[config.mk]
export PLATFORM = sky130hd
export DESIGN_NAME = rsm_rem
export DESIGN_NICKNAME = d
export VERILOG_FILES = /design/src/design/rsm_pkg.sv /design/src/design/rsm_rem.sv
export VERILOG_INCLUDE_DIRS = /design/src /design/src/design
export SDC_FILE = /design/constraint.sdc
export NUM_CORES = 1
export LEC_CHECK = 0
export BUFFER_PORTS_ARGS = -buffer_cell sky130_fd_sc_hd__buf_4
export CORE_MARGIN = 2
export CORE_UTILIZATION = 39
export DETAILED_ROUTE_END_ITERATION = 12
export SLEW_MARGIN = 10
export SYNTH_ARGS = -nofsm -noshare
export SYNTH_HDL_FRONTEND = slang
export SYNTH_SLANG_ARGS = --single-unit
[constraint.sdc]
create_clock -name aclk -period 4.5 [get_ports aclk]
set_input_delay 0.675 -clock aclk [delete_from_list [all_inputs] [get_ports aclk]]
set_output_delay 0.675 -clock aclk [all_outputs]
set_load 0.01 [all_outputs]
[src/design/assert_macros.svh]
// ----------------------------------------------------------------------------
// Assertion macros
// Shared concurrent assertion forms, clocked on aclk and held off in reset.
// ----------------------------------------------------------------------------
`ifndef ASSERT_MACROS_SVH
`define ASSERT_MACROS_SVH

// The consequent must hold in the same cycle as the antecedent.
`define RSM_ASSERT_IMPLY(label, ante, cons, msg) \
    label: assert property (@(posedge aclk) disable iff (!aresetn) (ante) |-> (cons)) \
        else $error(msg);

// The consequent must hold in the cycle after the antecedent.
`define RSM_ASSERT_NEXT(label, ante, cons, msg) \
    label: assert property (@(posedge aclk) disable iff (!aresetn) (ante) |=> (cons)) \
        else $error(msg);

`endif

[src/design/rsm_pkg.sv]
`timescale 1ns / 1ps
// ----------------------------------------------------------------------------
// Range shuffle sampler package
// Field widths, item codes and shared types of the sampler.
// ----------------------------------------------------------------------------
package rsm_pkg;

    localparam int IDX_W      = 10;
    localparam int SIZE_W     = 11;
    localparam int WORD_W     = 15;
    localparam int MODE_W     = 2;
    localparam int STATUS_W   = 2;
    localparam int S_TDATA_W  = 16;
    localparam int M_TDATA_W  = 16;
    localparam int CFG_IDX_W  = 2;
    localparam int CFG_DATA_W = 11;
    localparam int IDX_SPAN   = 1 << IDX_W;

    localparam int DVD_W = WORD_W;
    localparam int DIV_W = IDX_W;

    localparam logic [IDX_W-1:0] EDGE_MAX = 10'd999;

    localparam logic [MODE_W-1:0] MODE_START   = 2'd0;
    localparam logic [MODE_W-1:0] MODE_SHUFFLE = 2'd1;
    localparam logic [MODE_W-1:0] MODE_READ    = 2'd2;

    localparam logic [STATUS_W-1:0] ST_OK      = 2'd0;
    localparam logic [STATUS_W-1:0] ST_ILLEGAL = 2'd1;
    localparam logic [STATUS_W-1:0] ST_SEQ     = 2'd2;

    localparam logic [CFG_IDX_W-1:0] REG_LEFT  = 2'd0;
    localparam logic [CFG_IDX_W-1:0] REG_RIGHT = 2'd1;
    localparam logic [CFG_IDX_W-1:0] REG_SIZE  = 2'd2;

    typedef struct packed {
        logic busy;
        logic done;
    } rem_stat_t;

endpackage

[src/design/rsm_rem.sv]
`timescale 1ns / 1ps
`include "assert_macros.svh"
// ----------------------------------------------------------------------------
// Remainder unit
// Restoring remainder, one dividend bit per cycle, with a done pulse.
// ----------------------------------------------------------------------------
module rsm_rem (
    input  logic                      aclk,
    input  logic                      aresetn,
    input  logic                      start,
    input  logic [rsm_pkg::DVD_W-1:0] dividend,
    input  logic [rsm_pkg::DIV_W-1:0] divisor,
    output rsm_pkg::rem_stat_t        stat,
    output logic [rsm_pkg::DIV_W-1:0] rem
);
    import rsm_pkg::*;

    localparam int CNT_W = $clog2(DVD_W);
    localparam logic [CNT_W-1:0] CNT_LAST = CNT_W'(DVD_W - 1);

    logic             busy_reg, busy_next;
    logic             done_reg, done_next;
    logic [CNT_W-1:0] cnt_reg, cnt_next;
    logic [DVD_W-1:0] dvd_reg, dvd_next;
    logic [DIV_W-1:0] div_reg, div_next;
    logic [DIV_W-1:0] rem_reg, rem_next;
    logic [DIV_W:0]   trial;

    always_comb begin
        trial     = {rem_reg, dvd_reg[DVD_W-1]};
        busy_next = busy_reg;
        done_next = 1'b0;
        cnt_next  = cnt_reg;
        dvd_next  = dvd_reg;
        div_next  = div_reg;
        rem_next  = rem_reg;
        if (start) begin
            busy_next = 1'b1;
            cnt_next  = '0;
            dvd_next  = dividend;
            div_next  = divisor;
            rem_next  = '0;
        end else if (busy_reg) begin
            if (trial >= {1'b0, div_reg}) begin
                rem_next = DIV_W'(trial - {1'b0, div_reg});
            end else begin
                rem_next = DIV_W'(trial);
            end
            dvd_next = {dvd_reg[DVD_W-2:0], 1'b0};
            cnt_next = cnt_reg + 1'b1;
            if (cnt_reg == CNT_LAST) begin
                busy_next = 1'b0;
                done_next = 1'b1;
            end
        end
    end

    always_ff @(posedge aclk) begin
        if (!aresetn) begin
            busy_reg <= 1'b0;
            done_reg <= 1'b0;
            cnt_reg  <= '0;
        end else begin
            busy_reg <= busy_next;
            done_reg <= done_next;
            cnt_reg  <= cnt_next;
        end
        dvd_reg <= dvd_next;
        div_reg <= div_next;
        rem_reg <= rem_next;
    end

    assign stat.busy = busy_reg;
    assign stat.done = done_reg;
    assign rem       = rem_reg;

    `RSM_ASSERT_IMPLY(a_no_restart, start, !busy_reg, "remainder unit restarted while busy")
    `RSM_ASSERT_IMPLY(a_rem_below_div, busy_reg, rem_reg < div_reg, "partial remainder too large")

endmodule

==> metrics <==
status finished clean; #FFs+latches synth a little over 40; Worst setup SP type flop; Die Area between 0.006 and 0.007 mm^2; synth unique cells 41; vias post-DR between 1000 and 1500; FF-to-FF Start dvd_reg[14]; PortBufs 39; Root Driver clkbuf_8; GRT Util Overall roughly 14%; wire per inst ~13 um; routability-driven placement congestion ratio ~0.86; CORE AREA between 0.005 and 0.006 mm^2; clk_lat worst skew roughly 0.30 ns; total power about 1000 uW; maximum VDD drop ~0.00017 V; Final period util between 50% and 60%; clock buffer depth 2; fmax a little over 0.4 GHz; mapped cell area ~0.0022 mm^2; Inserted Clock Buffers 5; Reg clk slew, reported paths ~0.09 ns; chip height 78.3 um; Critical Path AT ~2.7 ns; setup TNS 0 ns; Clock Skew around 0.0078 ns; initial drt markers between 60 and 70; Area Growth Syn to Fin 22.4%; vias in the first global route approximately 1500; worst endpoint required time approximately 4.7 ns; Final Max Tran Viols 0; RSZ-0062 raised after global routing false; Initial Utilization 39.8%; Slew headroom 61.0%; class of the worst hold path flop to flop; postcts setup bufs 0; Final Hold Viols 0; sw frac between 20 and 30%; Worst Hold Launch cnt_reg[1]; Synth Flop Type edfxtp_1; Crit. Startpoint dvd_reg[14]; post-cts repair resize count 0; Via density 4.81; maxcap violations 0; CP peak stage delay just over 0.4 ns; Cells after Synth between 150 and 200; Syn Area/Cell roughly 11 um^2; Slowest-stage cell, CP fa_1; fin crit period between 2 and 2.5 ns; final hold slack between 0.5 and 0.6 ns; Ports 40; Leak about 0.0011 uW; initial antenna violation count 0; num rows 27; Post-synth EDFFs 25; DR DRC count 0; worst-path fanout max 3; share of flip-flops with an asynchronous set or reset 0%; P_sw 259 uW; CTS tree built; H-Tree Depth 2; DP HPWL 2820 um; clock share of power 35.1%; grt total ovfl 0; share of layout cells above drive strength 1 between 20% and 30%; sequential area share after synthesis 49.8%; Critical Path Sink Type flop; combinational share of power between 20 and 25%; worst-margin pin slew 0.584 ns; largest net degree at the start of global routing 40; CTS Hold Bufs 0; critical path class flop to flop; drt pass-1 iters 4; Flop pwr share 44.2%; Die Wd between 70 and 80 um; Pwr Density between 300 and 400 mW/mm^2; first-pass GRT wire length 6910 um; Num Clock Sinks 41; syn nets about 240; CP Cell Sequence inv_1, ha_1, inv_1, fa_1, a211oi_1, nor2_1, o41ai_1, xnor2_1, mux2i_1, a211oi_1; Ys Warns 0; Routed Antenna Nets 0; WL final 4020 um; antenna cells 0; max FFs per register 15; Nets around 280; internal power approximately 760 uW; Finish-stage setup viols 0
[layer usage]
layer	wire (um)	vias to the layer above	track usage, %
met2	1830	26	22.9
met1	1970	666	19.3
li1	-	781	-
met3	164	5	4.02
met4	50	0	4.74
met5	0	-	0
[cells by family after synthesis]
kind of cell / Yosys count / share of synthesized area [%]
simple gates: 50 / 11.1
flops: 41 / 49.8
compound gates: 40 / 13.2
buf+inv: 23 / 4.71
mux: 19 / 9.65
fa+ha+maj: 13 / 7.91
xor+xnor: 9 / 3.66
[power by group through the flow]
stage	Clock, uW	Sequential, uW	Combinational, uW
after floorplan	0	458	148
final	357	450	211
after detailed placement	0	459	210
after global routing	383	454	235
after global placement	0	458	212
after CTS	366	450	212
[area by class of cell]
type	count	area, um^2
Fill cell	499	2770
Sequential cell	41	1070
Multi-Input combinational cell	131	980
Timing Repair Buffer	40	300
Tap cell	72	90.1
Clock buffer	5	68.8
Clock inverter	3	68.8
Inverter	15	56.3
[metrics by stage]
step	instances	util (%)	area, um^2	setup WS, ns
final	307	48.8	2640	2.06
after global routing	307	48.8	2640	1.86
after CTS	307	48.8	2640	2.04
after detailed placement	299	46.2	2500	2.07
after global placement	299	46.2	2500	2.09
after floorplan	195	-	2150	2.25
[synth_stat cells (2+ instances only)]
| cell type | number | area share [%] |
|---|---|---|
| ha_1 | 12 | 7.0 |
| or2_2 | 3 | 0.87 |
| mux2i_1 | 5 | 2.3 |
| clkbuf_1 | 4 | 0.70 |
| nor3_1 | 4 | 0.93 |
| edfxtp_1 | 25 | 35 |
| nand4_1 | 2 | 0.58 |
| o21a_1 | 2 | 0.70 |
| inv_1 | 15 | 2.6 |
| nand3_1 | 3 | 0.70 |
| mux2_2 | 14 | 7.3 |
| xnor2_1 | 6 | 2.4 |
| nor2b_1 | 2 | 0.58 |
| a21oi_1 | 7 | 1.6 |
| nand2_1 | 9 | 1.6 |
| nand2b_1 | 2 | 0.58 |
| buf_4 | 2 | 0.70 |
| o21ai_0 | 7 | 1.6 |
| o31a_1 | 3 | 1.2 |
| nor2_1 | 21 | 3.7 |
| a211oi_1 | 9 | 3.1 |
| a21o_1 | 2 | 0.70 |
| dfxtp_1 | 16 | 15 |
| xor2_1 | 3 | 1.2 |
[worst paths after layout]
check                to  slack (ns)  depth (start not counted)
max reg2reg      rem[8]        2.06                         10
min reg2reg  cnt_reg[1]        0.53                          2
min          cnt_reg[1]        0.53                          2
max              rem[8]        2.06                         10
[layout by cell type (no fill, tap or decap), types with 7 or more instances in the layout]
cell type / instances
a21oi_1: 7
dfxtp_1: 16
nor2_1: 21
mux2_2: 14
edfxtp_1: 25
buf_4: 40
inv_1: 15
a211oi_1: 9
ha_1: 12
nand2_1: 9
o21ai_0: 7
[worst max-delay path, delay by kind of cell (launching register included)]
kind | cells | cell delay [ns]
mux | 1 | 0.08
simple gates | 1 | 0.11
buf+inv | 2 | 0.14
compound gates | 3 | 0.86
xor+xnor | 1 | 0.16
fa+ha+maj | 2 | 0.61
flops | 1 | 0.39
Power figures use the tool's default switching activity.
